<file path="src/rtl/mhdlo_pkg.sv">
// mhdlo_pkg: shared types, codes and defaults for the max-heap block
// holds payload structs, kind and status codes, sequencer states and
// datapath operation codes; depends on nothing
`default_nettype none

package mhdlo_pkg;

    // default sizing of the heap store
    localparam int DEPTH_DEF       = 16;
    localparam int VALUE_WIDTH_DEF = 16;

    // operation kinds carried by an input transaction
    typedef enum logic [1:0] {
        KIND_INSERT = 2'd0,
        KIND_DELETE = 2'd1,
        KIND_READ   = 2'd2
    } t_kind;

    // result status codes
    typedef enum logic [1:0] {
        STAT_OK     = 2'd0,
        STAT_FULL   = 2'd1,
        STAT_NO_ODD = 2'd2,
        STAT_RANGE  = 2'd3
    } t_status;

    // input transaction payload
    typedef struct packed {
        logic [1:0]  kind;
        logic [15:0] item_value;
        logic [3:0]  entry_index;
    } t_in_item;

    // output transaction payload
    typedef struct packed {
        logic [15:0] result_value;
        logic [1:0]  status;
        logic [4:0]  heap_count;
    } t_out_item;

    // sequencer states
    typedef enum logic [3:0] {
        S_IDLE,
        S_UP_RD,
        S_UP_CMP,
        S_DN_RDL,
        S_DN_RDR,
        S_DN_CMP,
        S_SCAN,
        S_DEL_DEC,
        S_DEL_LOAD,
        S_RD_ISSUE,
        S_RD_WAIT,
        S_FINISH
    } t_state;

    // datapath operation issued by the controller each cycle
    typedef enum logic [3:0] {
        OP_NONE,
        OP_ACCEPT,
        OP_UP_RD,
        OP_UP_CMP,
        OP_DN_RDL,
        OP_DN_RDR,
        OP_DN_CMP,
        OP_SCAN,
        OP_DEL_DEC,
        OP_DEL_LOAD,
        OP_RD_ISSUE,
        OP_RD_WAIT,
        OP_FINISH
    } t_op;

    // datapath status flags seen by the controller
    typedef struct packed {
        logic full;
        logic pos_zero;
        logic up_less;
        logic up_final;
        logic no_left;
        logic dn_stop;
        logic scan_done;
        logic found;
        logic hole_last;
        logic idx_bad;
        logic out_free;
    } t_stat;

endpackage

`default_nettype wire

</file>
<file path="src/rtl/mhdlo_ram.sv">
// mhdlo_ram: generic single-write, single-read RAM with registered read data
// standalone; defaults from mhdlo_pkg
`default_nettype none

module mhdlo_ram #(
    parameter int WIDTH = mhdlo_pkg::VALUE_WIDTH_DEF,
    parameter int DEPTH = mhdlo_pkg::DEPTH_DEF
) (
    input  wire logic                     i_clk,
    input  wire logic                     i_we,
    input  wire logic [$clog2(DEPTH)-1:0] i_waddr,
    input  wire logic [WIDTH-1:0]         i_wdata,
    input  wire logic                     i_re,
    input  wire logic [$clog2(DEPTH)-1:0] i_raddr,
    output logic      [WIDTH-1:0]         o_rdata
);

    logic [WIDTH-1:0] r_mem [DEPTH];
    logic [WIDTH-1:0] r_rdata;

    // write port
    always_ff @(posedge i_clk) begin
        if (i_we) begin
            r_mem[i_waddr] <= i_wdata;
        end
    end

    // registered read port, holds its data between reads
    always_ff @(posedge i_clk) begin
        if (i_re) begin
            r_rdata <= r_mem[i_raddr];
        end
    end

    assign o_rdata = r_rdata;

endmodule

`default_nettype wire

</file>
<file path="src/rtl/mhdlo_datapath.sv">
// mhdlo_datapath: heap store, entry count, sift and scan registers, result register
// depends on mhdlo_pkg and mhdlo_ram; driven by operation codes from mhdlo_ctrl
`default_nettype none

module mhdlo_datapath #(
    parameter int DEPTH       = mhdlo_pkg::DEPTH_DEF,
    parameter int VALUE_WIDTH = mhdlo_pkg::VALUE_WIDTH_DEF
) (
    input  wire logic                  i_clk,
    input  wire logic                  i_rst_n,
    input  wire mhdlo_pkg::t_op        i_op,
    input  wire mhdlo_pkg::t_in_item   i_in,
    input  wire logic                  i_out_ready,
    output mhdlo_pkg::t_stat           o_stat,
    output logic                       o_out_valid,
    output mhdlo_pkg::t_out_item       o_out
);

    localparam int AW   = $clog2(DEPTH);
    localparam int CW   = $clog2(DEPTH + 1);
    localparam int LW   = AW + 2;
    localparam int CMPW = (CW > 4) ? CW : 4;
    localparam int VW   = VALUE_WIDTH;

    // control registers
    logic [CW-1:0]           r_count,     n_count;
    logic                    r_out_valid, n_out_valid;

    // payload registers
    logic [VW-1:0]           r_val,       n_val;
    logic [AW-1:0]           r_pos,       n_pos;
    logic                    r_moved,     n_moved;
    logic                    r_ins,       n_ins;
    logic [VW-1:0]           r_left,      n_left;
    logic [VW-1:0]           r_best,      n_best;
    logic [AW-1:0]           r_hole,      n_hole;
    logic                    r_found,     n_found;
    logic [CW-1:0]           r_scan_addr, n_scan_addr;
    logic [AW-1:0]           r_cmp_addr,  n_cmp_addr;
    logic                    r_cmp_vld,   n_cmp_vld;
    logic [3:0]              r_index,     n_index;
    logic [15:0]             r_res_val,   n_res_val;
    mhdlo_pkg::t_status      r_res_stat,  n_res_stat;
    mhdlo_pkg::t_out_item    r_out,       n_out;

    // memory port signals
    logic                    w_we;
    logic [AW-1:0]           w_waddr;
    logic [VW-1:0]           w_wdata;
    logic                    w_re;
    logic [AW-1:0]           w_raddr;
    logic [VW-1:0]           w_rdata;

    // heap index arithmetic
    logic [LW-1:0]           w_left_idx;
    logic [LW-1:0]           w_right_idx;
    logic [LW-1:0]           w_cnt_l;
    logic [AW-1:0]           w_parent;
    logic                    w_has_right;
    logic                    w_left_big;
    logic [VW-1:0]           w_cand_val;
    logic                    w_right_best;
    logic                    w_dn_stop;
    logic                    w_full;
    logic                    w_out_free;

    mhdlo_ram #(
        .WIDTH (VW),
        .DEPTH (DEPTH)
    ) u_store (
        .i_clk   (i_clk),
        .i_we    (w_we),
        .i_waddr (w_waddr),
        .i_wdata (w_wdata),
        .i_re    (w_re),
        .i_raddr (w_raddr),
        .o_rdata (w_rdata)
    );

    // child and parent positions of the current sift position
    assign w_left_idx  = {1'b0, r_pos, 1'b1};
    assign w_right_idx = w_left_idx + LW'(1);
    assign w_cnt_l     = LW'(r_count);
    assign w_parent    = AW'((r_pos - AW'(1)) >> 1);
    assign w_has_right = w_right_idx < w_cnt_l;

    // pick the larger child against the moving value, left wins a tie with right
    assign w_left_big   = r_left > r_val;
    assign w_cand_val   = w_left_big ? r_left : r_val;
    assign w_right_best = w_has_right && (w_rdata > w_cand_val);
    assign w_dn_stop    = !w_left_big && !w_right_best;

    assign w_full     = r_count == CW'(DEPTH);
    assign w_out_free = !r_out_valid || i_out_ready;

    // status to the controller
    always_comb begin
        o_stat.full      = w_full;
        o_stat.pos_zero  = r_pos == '0;
        o_stat.up_less   = w_rdata < r_val;
        o_stat.up_final  = r_ins || r_moved;
        o_stat.no_left   = w_left_idx >= w_cnt_l;
        o_stat.dn_stop   = w_dn_stop;
        o_stat.scan_done = (r_scan_addr == r_count) && !r_cmp_vld;
        o_stat.found     = r_found;
        o_stat.hole_last = CW'(r_hole) >= (r_count - CW'(1));
        o_stat.idx_bad   = CMPW'(r_index) >= CMPW'(r_count);
        o_stat.out_free  = w_out_free;
    end

    // next-state logic of the datapath registers and memory ports
    always_comb begin
        n_count     = r_count;
        n_out_valid = r_out_valid && !i_out_ready;
        n_val       = r_val;
        n_pos       = r_pos;
        n_moved     = r_moved;
        n_ins       = r_ins;
        n_left      = r_left;
        n_best      = r_best;
        n_hole      = r_hole;
        n_found     = r_found;
        n_scan_addr = r_scan_addr;
        n_cmp_addr  = r_cmp_addr;
        n_cmp_vld   = r_cmp_vld;
        n_index     = r_index;
        n_res_val   = r_res_val;
        n_res_stat  = r_res_stat;
        n_out       = r_out;
        w_we        = 1'b0;
        w_waddr     = r_pos;
        w_wdata     = r_val;
        w_re        = 1'b0;
        w_raddr     = '0;

        case (i_op)
            // latch the transaction and start the insert or the scan
            mhdlo_pkg::OP_ACCEPT: begin
                n_index    = i_in.entry_index;
                n_res_val  = '0;
                n_res_stat = mhdlo_pkg::STAT_OK;
                case (i_in.kind)
                    mhdlo_pkg::KIND_INSERT: begin
                        if (w_full) begin
                            n_res_stat = mhdlo_pkg::STAT_FULL;
                        end else begin
                            n_val   = VW'(i_in.item_value);
                            n_pos   = AW'(r_count);
                            n_count = r_count + CW'(1);
                            n_ins   = 1'b1;
                            n_moved = 1'b0;
                        end
                    end
                    mhdlo_pkg::KIND_DELETE: begin
                        n_found     = 1'b0;
                        n_scan_addr = '0;
                        n_cmp_vld   = 1'b0;
                    end
                    default: begin
                    end
                endcase
            end

            // sift up: fetch the parent, or settle at the root
            mhdlo_pkg::OP_UP_RD: begin
                if (r_pos == '0) begin
                    w_we = 1'b1;
                end else begin
                    w_re    = 1'b1;
                    w_raddr = w_parent;
                end
            end

            // sift up: move the parent down or settle here
            mhdlo_pkg::OP_UP_CMP: begin
                if (w_rdata < r_val) begin
                    w_we    = 1'b1;
                    w_wdata = w_rdata;
                    n_pos   = w_parent;
                    n_moved = 1'b1;
                end else if (r_ins || r_moved) begin
                    w_we = 1'b1;
                end
            end

            // sift down: fetch the left child, or settle at a leaf
            mhdlo_pkg::OP_DN_RDL: begin
                if (w_left_idx >= w_cnt_l) begin
                    w_we = 1'b1;
                end else begin
                    w_re    = 1'b1;
                    w_raddr = AW'(w_left_idx);
                end
            end

            // sift down: keep the left child, fetch the right one
            mhdlo_pkg::OP_DN_RDR: begin
                n_left = w_rdata;
                if (w_has_right) begin
                    w_re    = 1'b1;
                    w_raddr = AW'(w_right_idx);
                end
            end

            // sift down: move the larger child up or settle here
            mhdlo_pkg::OP_DN_CMP: begin
                w_we = 1'b1;
                if (!w_dn_stop) begin
                    w_wdata = w_right_best ? w_rdata : r_left;
                    n_pos   = w_right_best ? AW'(w_right_idx) : AW'(w_left_idx);
                end
            end

            // scan: one read issued and one compare done each cycle
            mhdlo_pkg::OP_SCAN: begin
                if (r_scan_addr < r_count) begin
                    w_re        = 1'b1;
                    w_raddr     = AW'(r_scan_addr);
                    n_cmp_addr  = AW'(r_scan_addr);
                    n_scan_addr = r_scan_addr + CW'(1);
                    n_cmp_vld   = 1'b1;
                end else begin
                    n_cmp_vld = 1'b0;
                end
                if (r_cmp_vld && w_rdata[0] && (!r_found || (w_rdata > r_best))) begin
                    n_found = 1'b1;
                    n_best  = w_rdata;
                    n_hole  = r_cmp_addr;
                end
            end

            // delete: report, shrink, fetch the last entry if it must move
            mhdlo_pkg::OP_DEL_DEC: begin
                if (!r_found) begin
                    n_res_stat = mhdlo_pkg::STAT_NO_ODD;
                end else begin
                    n_res_val = 16'(r_best);
                    n_count   = r_count - CW'(1);
                    if (CW'(r_hole) < (r_count - CW'(1))) begin
                        w_re    = 1'b1;
                        w_raddr = AW'(r_count - CW'(1));
                    end
                end
            end

            // delete: the last entry starts sifting from the hole
            mhdlo_pkg::OP_DEL_LOAD: begin
                n_val   = w_rdata;
                n_pos   = r_hole;
                n_moved = 1'b0;
                n_ins   = 1'b0;
            end

            // read: range check and fetch
            mhdlo_pkg::OP_RD_ISSUE: begin
                if (CMPW'(r_index) >= CMPW'(r_count)) begin
                    n_res_stat = mhdlo_pkg::STAT_RANGE;
                end else begin
                    w_re    = 1'b1;
                    w_raddr = AW'(r_index);
                end
            end

            mhdlo_pkg::OP_RD_WAIT: begin
                n_res_val = 16'(w_rdata);
            end

            // hand the result to the output register
            mhdlo_pkg::OP_FINISH: begin
                if (w_out_free) begin
                    n_out.result_value = r_res_val;
                    n_out.status       = r_res_stat;
                    n_out.heap_count   = 5'(r_count);
                    n_out_valid        = 1'b1;
                end
            end

            default: begin
            end
        endcase
    end

    // control registers
    always_ff @(posedge i_clk) begin
        if (!i_rst_n) begin
            r_count     <= '0;
            r_out_valid <= 1'b0;
        end else begin
            r_count     <= n_count;
            r_out_valid <= n_out_valid;
        end
    end

    // payload registers
    always_ff @(posedge i_clk) begin
        r_val       <= n_val;
        r_pos       <= n_pos;
        r_moved     <= n_moved;
        r_ins       <= n_ins;
        r_left      <= n_left;
        r_best      <= n_best;
        r_hole      <= n_hole;
        r_found     <= n_found;
        r_scan_addr <= n_scan_addr;
        r_cmp_addr  <= n_cmp_addr;
        r_cmp_vld   <= n_cmp_vld;
        r_index     <= n_index;
        r_res_val   <= n_res_val;
        r_res_stat  <= n_res_stat;
        r_out       <= n_out;
    end

    assign o_out_valid = r_out_valid;
    assign o_out       = r_out;

    // a successful insert grows the heap by exactly one entry
    a_insert_grows: assert property (@(posedge i_clk) disable iff (!i_rst_n)
        (i_op == mhdlo_pkg::OP_ACCEPT) && (i_in.kind == mhdlo_pkg::KIND_INSERT) && !w_full
        |=> r_count == $past(r_count) + 1'b1)
        else $error("insert did not grow the heap by one");

    // a found odd entry shrinks the heap by exactly one entry
    a_delete_shrinks: assert property (@(posedge i_clk) disable iff (!i_rst_n)
        (i_op == mhdlo_pkg::OP_DEL_DEC) && r_found
        |=> r_count == $past(r_count) - 1'b1)
        else $error("delete did not shrink the heap by one");

    // sift up only moves toward the root
    a_up_moves_up: assert property (@(posedge i_clk) disable iff (!i_rst_n)
        (i_op == mhdlo_pkg::OP_UP_CMP) && (w_rdata < r_val)
        |=> r_pos < $past(r_pos))
        else $error("sift up did not move toward the root");

    // sift down only moves toward the leaves
    a_down_moves_down: assert property (@(posedge i_clk) disable iff (!i_rst_n)
        (i_op == mhdlo_pkg::OP_DN_CMP) && !w_dn_stop
        |=> r_pos > $past(r_pos))
        else $error("sift down did not move toward the leaves");

endmodule

`default_nettype wire

</file>
<file path="src/rtl/mhdlo_ctrl.sv">
// mhdlo_ctrl: sequencer for insert, delete-largest-odd and read transactions
// depends on mhdlo_pkg; issues operation codes to mhdlo_datapath
`default_nettype none

module mhdlo_ctrl (
    input  wire logic              i_clk,
    input  wire logic              i_rst_n,
    input  wire logic              i_in_valid,
    input  wire logic [1:0]        i_kind,
    input  wire mhdlo_pkg::t_stat  i_stat,
    output logic                   o_in_ready,
    output mhdlo_pkg::t_op         o_op
);

    mhdlo_pkg::t_state r_state, n_state;

    // state register
    always_ff @(posedge i_clk) begin
        if (!i_rst_n) begin
            r_state <= mhdlo_pkg::S_IDLE;
        end else begin
            r_state <= n_state;
        end
    end

    // next state and operation
    always_comb begin
        n_state    = r_state;
        o_op       = mhdlo_pkg::OP_NONE;
        o_in_ready = 1'b0;
        case (r_state)
            mhdlo_pkg::S_IDLE: begin
                o_in_ready = 1'b1;
                if (i_in_valid) begin
                    o_op = mhdlo_pkg::OP_ACCEPT;
                    case (i_kind)
                        mhdlo_pkg::KIND_INSERT: begin
                            n_state = i_stat.full ? mhdlo_pkg::S_FINISH : mhdlo_pkg::S_UP_RD;
                        end
                        mhdlo_pkg::KIND_DELETE: n_state = mhdlo_pkg::S_SCAN;
                        mhdlo_pkg::KIND_READ:   n_state = mhdlo_pkg::S_RD_ISSUE;
                        default:                n_state = mhdlo_pkg::S_FINISH;
                    endcase
                end
            end
            mhdlo_pkg::S_UP_RD: begin
                o_op = mhdlo_pkg::OP_UP_RD;
                // an entry moved into the root hole still has to sift down
                if (i_stat.pos_zero) begin
                    n_state = i_stat.up_final ? mhdlo_pkg::S_FINISH : mhdlo_pkg::S_DN_RDL;
                end else begin
                    n_state = mhdlo_pkg::S_UP_CMP;
                end
            end
            mhdlo_pkg::S_UP_CMP: begin
                o_op = mhdlo_pkg::OP_UP_CMP;
                if (i_stat.up_less) begin
                    n_state = mhdlo_pkg::S_UP_RD;
                end else if (i_stat.up_final) begin
                    n_state = mhdlo_pkg::S_FINISH;
                end else begin
                    n_state = mhdlo_pkg::S_DN_RDL;
                end
            end
            mhdlo_pkg::S_DN_RDL: begin
                o_op    = mhdlo_pkg::OP_DN_RDL;
                n_state = i_stat.no_left ? mhdlo_pkg::S_FINISH : mhdlo_pkg::S_DN_RDR;
            end
            mhdlo_pkg::S_DN_RDR: begin
                o_op    = mhdlo_pkg::OP_DN_RDR;
                n_state = mhdlo_pkg::S_DN_CMP;
            end
            mhdlo_pkg::S_DN_CMP: begin
                o_op    = mhdlo_pkg::OP_DN_CMP;
                n_state = i_stat.dn_stop ? mhdlo_pkg::S_FINISH : mhdlo_pkg::S_DN_RDL;
            end
            mhdlo_pkg::S_SCAN: begin
                o_op = mhdlo_pkg::OP_SCAN;
                if (i_stat.scan_done) begin
                    n_state = mhdlo_pkg::S_DEL_DEC;
                end
            end
            mhdlo_pkg::S_DEL_DEC: begin
                o_op = mhdlo_pkg::OP_DEL_DEC;
                if (!i_stat.found || i_stat.hole_last) begin
                    n_state = mhdlo_pkg::S_FINISH;
                end else begin
                    n_state = mhdlo_pkg::S_DEL_LOAD;
                end
            end
            mhdlo_pkg::S_DEL_LOAD: begin
                o_op    = mhdlo_pkg::OP_DEL_LOAD;
                n_state = mhdlo_pkg::S_UP_RD;
            end
            mhdlo_pkg::S_RD_ISSUE: begin
                o_op    = mhdlo_pkg::OP_RD_ISSUE;
                n_state = i_stat.idx_bad ? mhdlo_pkg::S_FINISH : mhdlo_pkg::S_RD_WAIT;
            end
            mhdlo_pkg::S_RD_WAIT: begin
                o_op    = mhdlo_pkg::OP_RD_WAIT;
                n_state = mhdlo_pkg::S_FINISH;
            end
            mhdlo_pkg::S_FINISH: begin
                o_op = mhdlo_pkg::OP_FINISH;
                if (i_stat.out_free) begin
                    n_state = mhdlo_pkg::S_IDLE;
                end
            end
            default: begin
                n_state = mhdlo_pkg::S_IDLE;
            end
        endcase
    end

endmodule

`default_nettype wire

</file>
<file path="src/rtl/max_heap_delete_largest_odd.sv">
// max_heap_delete_largest_odd: top level of the binary max-heap block
// depends on mhdlo_pkg, mhdlo_ctrl, mhdlo_datapath (which holds mhdlo_ram)
//
//  - input channel i_in_valid / o_in_ready carries t_in_item: kind, item_value,
//    entry_index; output channel o_out_valid / i_out_ready carries t_out_item:
//    result_value, status, heap_count. one result per input transaction
//  - one transaction is in work at a time; o_in_ready is high only while idle,
//    and a result may still wait in the output register while the next
//    transaction is taken
//  - insert: the value sifts up from the new last slot; a full heap answers
//    with STAT_FULL and leaves the store untouched
//  - delete: a scan of the live entries finds the largest odd one, which is
//    reported as the heap shrinks; a moved last entry is loaded into the hole and sifts up or down to settle
//  - read: range check, then fetch; an out-of-range index answers with STAT_RANGE
//  - reset clears the entry count and the output valid; the store itself is
//    not cleared and only live entries are ever read
//  - when the receiver stalls, the finished result waits in the sequencer
//    until the output register frees, holding off the next transaction
`default_nettype none

module max_heap_delete_largest_odd #(
    parameter int DEPTH       = mhdlo_pkg::DEPTH_DEF,
    parameter int VALUE_WIDTH = mhdlo_pkg::VALUE_WIDTH_DEF
) (
    input  wire logic                 i_clk,
    input  wire logic                 i_rst_n,
    input  wire logic                 i_in_valid,
    output logic                      o_in_ready,
    input  wire mhdlo_pkg::t_in_item  i_in,
    output logic                      o_out_valid,
    input  wire logic                 i_out_ready,
    output mhdlo_pkg::t_out_item      o_out
);

    mhdlo_pkg::t_op   w_op;
    mhdlo_pkg::t_stat w_stat;

    // sequencer
    mhdlo_ctrl u_ctrl (
        .i_clk      (i_clk),
        .i_rst_n    (i_rst_n),
        .i_in_valid (i_in_valid),
        .i_kind     (i_in.kind),
        .i_stat     (w_stat),
        .o_in_ready (o_in_ready),
        .o_op       (w_op)
    );

    // heap store and arithmetic
    mhdlo_datapath #(
        .DEPTH       (DEPTH),
        .VALUE_WIDTH (VALUE_WIDTH)
    ) u_datapath (
        .i_clk       (i_clk),
        .i_rst_n     (i_rst_n),
        .i_op        (w_op),
        .i_in        (i_in),
        .i_out_ready (i_out_ready),
        .o_stat      (w_stat),
        .o_out_valid (o_out_valid),
        .o_out       (o_out)
    );

endmodule

`default_nettype wire

</file>
<file path="config.mk">
export PLATFORM = sky130hd
export DESIGN_NAME = max_heap_delete_largest_odd
export DESIGN_NICKNAME = d
export VERILOG_FILES = /design/src/rtl/mhdlo_pkg.sv /design/src/rtl/mhdlo_ram.sv /design/src/rtl/mhdlo_datapath.sv /design/src/rtl/mhdlo_ctrl.sv /design/src/rtl/max_heap_delete_largest_odd.sv
export SDC_FILE = /design/constraint.sdc
export NUM_CORES = 1
export LEC_CHECK = 0
export ABC_AREA = 1
export BUFFER_PORTS_ARGS = -buffer_cell sky130_fd_sc_hd__buf_2
export CAP_MARGIN = 20
export CORE_ASPECT_RATIO = 0.6
export CORE_UTILIZATION = 40
export CTS_CLUSTER_SIZE = 12
export DETAILED_ROUTE_END_ITERATION = 6
export GPL_ROUTABILITY_DRIVEN = 1
export SLEW_MARGIN = 30
export SYNTH_ARGS = -nofsm -noshare
export SYNTH_HDL_FRONTEND = slang
export SYNTH_SLANG_ARGS = --single-unit
export TNS_END_PERCENT = 100
</file>
<file path="constraint.sdc">
create_clock -name i_clk -period 11.4 [get_ports i_clk]
set_input_delay 1.71 -clock i_clk [delete_from_list [all_inputs] [get_ports i_clk]]
set_output_delay 1.71 -clock i_clk [all_outputs]
set_load 0.005 [all_outputs]
</file>
==> After elaboration in Yosys (flattened, before gate mapping) <==
Memories as Yosys holds them, arrays and structs flattened. A register that Yosys moved wholly into a read port is not among the register bits.
Index checks and enable logic that the tools add are counted.
{ "totals": {"input_bits": 26, "n_memories": 1, "ram_bits": 256, "register_bits": 124, "wordCells": 195} }
{ "op_classes": {"n_lt_le_gt_ge": 10, "n_addsub": 5, "n_reduce_logical": 39, "muxes": 80, "n_eq_ne": 40} }
{ "memory_table": {"columns": ["memory", "words", "word_bits", "rd", "rd_clocked_by_memory_dff", "wr", "line_no", "text"], "rows": [
  ["u_datapath.u_store.r_mem", 16, 16, 1, 1, 1, "mhdlo_ram.sv:18", "logic [WIDTH-1:0] r_mem [DEPTH];"]
]} }
{ "op_table": {"columns": ["operator", "count"], "rows": [
  ["$mux W16", 7],
  ["$pmux W4 S12", 2],
  ["$mux W4", 20],
  ["$pmux W16 S2", 2],
  ["$gt A16 B16 Y1", 3],
  ["$pmux W16 S3", 1],
  ["$eq A4 B4 Y1 const B", 9],
  ["$eq A4 B3 Y1 const B", 8],
  ["$mux W1", 26],
  ["$mux W5", 5],
  ["$pmux W4 S6", 1],
  ["$pmux W5 S2", 2],
  ["$eq A4 B2 Y1 const B", 4],
  ["$lt A16 B16 Y1", 1],
  ["$ne A2 B2 Y1 const B", 8],
  ["$pmux W4 S4", 1],
  ["$reduce_and A3 Y1", 5],
  ["$pmux W4 S3", 1],
  ["$add A5 B1 Y5 const B", 2],
  ["$ge A4 B5 Y1", 2],
  ["$ne A2 B1 Y1 const B", 5],
  ["$reduce_and A2 Y1", 5],
  ["$reduce_bool A3 Y1", 3],
  ["$eq A4 B1 Y1 const B", 2],
  ["other kinds (27)", 49]
]} }

==> Depth between registers and ports, before layout <==
{ "logic_depth": {"ltp_word": 8, "depth_mapped": 28, "mapped_depth_nobuf": 27} }

==> Cells and area by module <==
From an unflattened synthesis, not the netlist that was laid out.
{ "unflattened": {"cells_unflattened": 2108, "area_unflattened_um2": 20173.1} }
{ "by_module_without_submodules": {"columns": ["module", "seq_area_each_um2", "area_per_inst_um2", "n_inst", "cells_per_inst"], "rows": [
  ["mhdlo_ram", 8167.8, 11541.1, 1, 1074],
  ["mhdlo_datapath", 3543.4, 8122.8, 1, 939],
  ["mhdlo_ctrl", 80.1, 509.2, 1, 95]
]} }

==> Worst setup path before layout <==
No wires, ideal clock.
{ "synth_path": {"path_kind": "register -> register", "startpoint": "register u_datapath.r_val[5]", "endpoint": "memory u_datapath.u_store.r_mem[0][12] (netlist name) (data pin)", "setup_slack_ps": 7484, "path_stages_with_launch": 25, "t_arrival_ps": 3585, "required_ps": 11070, "synth_period_minus_slack_ps": 3916, "setup_time_ps": 330, "path_cell_list": "edfxtp_1 inv_1 ha_1 a21oi_1 nor2_1 nor2_1 nand3_1 nand2_1 nand2_1 nand2_1 buf_1 o21a_1 inv_1 ha_1 nand2_1 inv_1 nor2_1 o21ai_0 a21oi_1 nand2_1 nand2_1 inv_2 nor2_2 inv_2 o21ai_0"} }
{ "synth_via": {"elab_chain_cells": 8, "word_cells_on_any_way": 12, "classes_between": "order compare: 3; mux: 5; reduce/logical: 4"} }
{ "synth_rtl": {"columns": ["item", "line_no", "text"], "rows": [
  ["start, declared", "mhdlo_datapath.sv:30", "logic [VW-1:0] r_val, n_val;"],
  ["start signal, assigned", "mhdlo_datapath.sv:296", "r_val <= n_val;"],
  ["$gt A16 B16 Y1", "mhdlo_datapath.sv:88", "assign w_left_big = r_left > r_val;"],
  ["$mux W16", "mhdlo_datapath.sv:89", "assign w_cand_val = w_left_big ? r_left : r_val;"],
  ["$gt A16 B16 Y1", "mhdlo_datapath.sv:90", "assign w_right_best = w_has_right && (w_rdata > w_cand_val);"],
  ["$logic_and A1 B1 Y1", "mhdlo_datapath.sv:90", null],
  ["$logic_not A1 Y1", "mhdlo_datapath.sv:91", "assign w_dn_stop = !w_left_big && !w_right_best;"],
  ["$logic_and A1 B1 Y1", "mhdlo_datapath.sv:91", null],
  ["$mux W16", "mhdlo_datapath.sv:208", "if (!w_dn_stop) begin"],
  ["$pmux W16 S2 (*)", "mhdlo_datapath.sv:136", "case (i_op)"],
  ["named net u_datapath.u_store.i_wdata[12]", "mhdlo_ram.sv:12", "input wire logic [WIDTH-1:0] i_wdata,"],
  ["end, declared", "mhdlo_ram.sv:18", null]
]} }
Mark *: on every way through the listed nets, which the timed path passes. The rest lies on a longest branch.

==> Final worst setup path <==
{ "layout_path": {"startpoint": "register u_datapath.r_val[8]", "endpoint": "memory u_datapath.u_store.r_mem[15][0] (netlist name) (data pin)"} }
Same word-level chain as after synthesis.

==> results.ini <==
[floorplanning]
die_w_um=283.0
dieArea_sq_um=48290
core_area_sq_um=46560
die_h_um=170.6
fp-row-count=61
start_util=0.4071
io_pins=51

[worst_setup_path]
crit_arrival_ns=5.57
path_common_cell=nand2_1
crit_path_max_fanout=33
max_stage_delay_ns=0.65
crit_required_ns=11.79
endpoint_kind=flop
cp_slowest_cell=o211ai_1
cp-start-kind=flop
critical-path-top-delay-family=simple AND/OR/NAND/NOR gates
critPathKind=reg -> reg
cp_cell_sequence=inv_1 -> ha_1 -> nand2_1 -> nor3_1 -> nand3_1 -> nand2_2 -> o21ai_0 -> ha_1 -> nand2_1 -> nor2_1 -> nand2_1 -> nand2_1 -> nand2_1 -> nand2_1 -> nand2_1 -> inv_2 -> nand2_1 -> nand2_1 -> inv_1 -> o211ai_1 -> clkbuf_2
path_buf_inv=4

[sta]
post-route-period-util=0.4544
finClkSkew_ns=0.02075
worst_slack_ns=6.220
setup-violations-final=0
slew_headroom=0.3537
fin_setup_tns_ns=0
slew_viol_final=0
timing_hold_violations_final=0
tightest_slew_ns=0.9684
fmax_ghz=0.1930
grt_setup_unrepaired=no
post-route-min-period_ns=5.180

[placement]
port-buffer-count=50
dp_slack_ns=5.887
dp_hpwl_mm=31.77
place.gp.congestion=0.9535

[grt]
first_global_vias=12900
overflow=0
grt_antenna_before_repair=0
grt_max_degree=86
grt.total_usage=0.2080
grt_first_pass_wirelength_mm=76.75

[detailed_routing]
first_iter_violations=1322
vias_per_cell=5.502
dr_wl_met2_mm=20.99
top_layer=met4
drtAntennaViolNets=0
via_count=13630
routed_wl_mm=50.51
met3WireLength_mm=5.248
wl_met1_mm=23.71
dr.pass1.iters=5
wire_per_inst_um=20.39
drc=0

[cts]
root_buffer=clkbuf_16
cts.repair.resized=0
cts_num_sinks=396
htreeDepth=2
cts_tree=done
insertion_delay_ns=0.56
ctsHoldBuffers=0
cts.path.max_buffers=3
cts-buffers-inserted=39
clk_pin_slew_ns=0.06
post-cts-setup-buffer-count=0

[yosys]
async_reset_ff_frac=0
yosys_warnings=0
synth_seq_area_share=0.6220
syn_avg_cell_area_sq_um=10.62
synthesis.area_sq_um=18960
ys_ff_latch=396
synthDistinctLibCells=47
synth_edf_count=386
synthCells=1785
syn_nets=1903
synth_flop_cell=edfxtp_1

[finish]
nFillCells=4337
area.growth.synth_to_final_pct=11.25
nets=1954
ff_latch_area_sq_um=11790
antennaDiodeCount=0
drive_gt1_frac=0.1056
multi_input_area_sq_um=6319

[pwr]
power_switching_w=0.002325
p_leak_nw=8.207
total_power_w=0.005724
clockPowerShare=0.203
sequentialPowerShare=0.392
p_sw_frac=0.4062
powerDensity_nw_per_um2=271.4
peakVddDrop_mv=0.1091
combPwrFrac=0.405
p_int_w=0.003399

[job]
drv_cap=0

[status]
status=finished, final reports clean

[hold_path]
hold_path_class=reg -> reg

[power by group through the flow]
stage	registers, W	clock network [W]	logic (W)
5_1_grt	0.00226	0.00124	0.00260
2_1_floorplan	0.00220	0	0.00158
6_report	0.00225	0.00116	0.00232
3_3_place_gp	0.00227	0	0.00220
3_5_place_dp	0.00227	0	0.00228
4_1_cts	0.00224	0.00119	0.00229
[cells in the mapped netlist (2+ instances only)]
cell | count | area (sq um)
nand2_1 | 407 | 1528
edfxtp_1 | 386 | 11590
nand3_1 | 346 | 1732
inv_1 | 128 | 480.5
ha_1 | 92 | 1151
nor2_1 | 83 | 311.6
a21oi_1 | 65 | 325.3
buf_2 | 56 | 280.3
o21ai_0 | 51 | 255.2
nand4_1 | 18 | 112.6
o22ai_1 | 16 | 100.1
inv_2 | 14 | 52.55
xor2_1 | 11 | 96.34
dfxtp_1 | 10 | 200.2
o211ai_1 | 10 | 75.07
buf_4 | 9 | 67.56
clkbuf_1 | 9 | 33.78
nor2_2 | 9 | 56.30
nor3_1 | 9 | 45.04
o21a_1 | 7 | 52.55
a31oi_1 | 4 | 25.02
nand2_2 | 4 | 25.02
nand4_2 | 4 | 50.05
nor2_4 | 4 | 45.04
a211oi_1 | 3 | 22.52
buf_1 | 3 | 11.26
clkinv_1 | 3 | 11.26
a221oi_1 | 2 | 17.52
nand3_2 | 2 | 20.02
nand3b_1 | 2 | 15.01
o21ai_1 | 2 | 10.01
[cell type report]
| class | instances | area share |
|---|---|---|
| inverter | 146 | 0.02611 |
| timing repair buffer | 88 | 0.02670 |
| sequential | 396 | 0.5592 |
| clock inverter | 5 | 0.002848 |
| clock buffer | 47 | 0.04818 |
| multi-input combinational | 1165 | 0.2996 |
| tap | 630 | 0.03738 |
[kinds of logic (layout without fill, tap and decap cells)]
family,after synthesis,in the layout,synth area share
DFF,396,396,0.6220
xor gates and xnor gates,12,12,0.005545
buffers and inverters,224,286,0.05036
and+or+nand+nor,894,894,0.2116
AOI/OAI and AO/OA,167,167,0.04970
adders and majority gates,92,92,0.06073
[layout by cell type, fill, tap and decap left out, types with 16 or more instances in the layout]
master,Yosys,routed
buf_4,9,31
a21oi_1,65,64
buf_2,56,54
edfxtp_1,386,386
o22ai_1,16,16
nor2_1,83,67
nand2_1,407,406
nor2_2,9,21
ha_1,92,92
o21ai_0,51,51
nand4_1,18,18
clkbuf_16,0,39
inv_1,128,126
nand3_1,346,345
[worst paths after layout]
| path | from | endpoint | slack [ns] | cells past startpoint |
|---|---|---|---|---|
| worst max-delay path | u_datapath.r_val[8] | u_datapath.u_store.r_mem[15][0] | 6.22 | 21 |
| worst min-delay path | u_datapath.r_res_stat[1] | u_datapath.o_out[6] | 0.41 | 0 |
| worst max register to register | u_datapath.r_val[8] | u_datapath.u_store.r_mem[15][0] | 6.22 | 21 |
| worst min register to register | u_datapath.r_res_stat[1] | u_datapath.o_out[6] | 0.41 | 0 |
[per-stage QoR]
stage | utilization | hold slack [ns] | instances | cell area (sq um)
floorplan | - | 0.4003 | 1785 | 18960
global placement | 0.4274 | 0.4017 | 2416 | 19900
detailed placement | 0.4292 | 0.4045 | 2420 | 19980
CTS | 0.4524 | 0.4159 | 2472 | 21060
global route | 0.4529 | 0.4230 | 2477 | 21090
finish | 0.4529 | 0.4132 | 2477 | 21090
[per-layer routing]
metal	global-route usage	vias to the layer above
met5	0	-
met4	0.03757	0
met3	0.05133	53
met2	0.3020	599
met1	0.3142	6588
li1	-	6388
[registers in the layout (all words and copies together), names as in the netlist, 5 cells and up]
register / flops
u_datapath.o_out: 23
u_datapath.r_best: 16
u_datapath.r_count: 5
u_datapath.r_left: 16
u_datapath.r_res_val: 16
u_datapath.r_scan_addr: 5
u_datapath.r_val: 16
u_datapath.u_store.o_rdata: 16
u_datapath.u_store.r_mem: 256
Note: power is estimated with default switching activity, not from simulation.
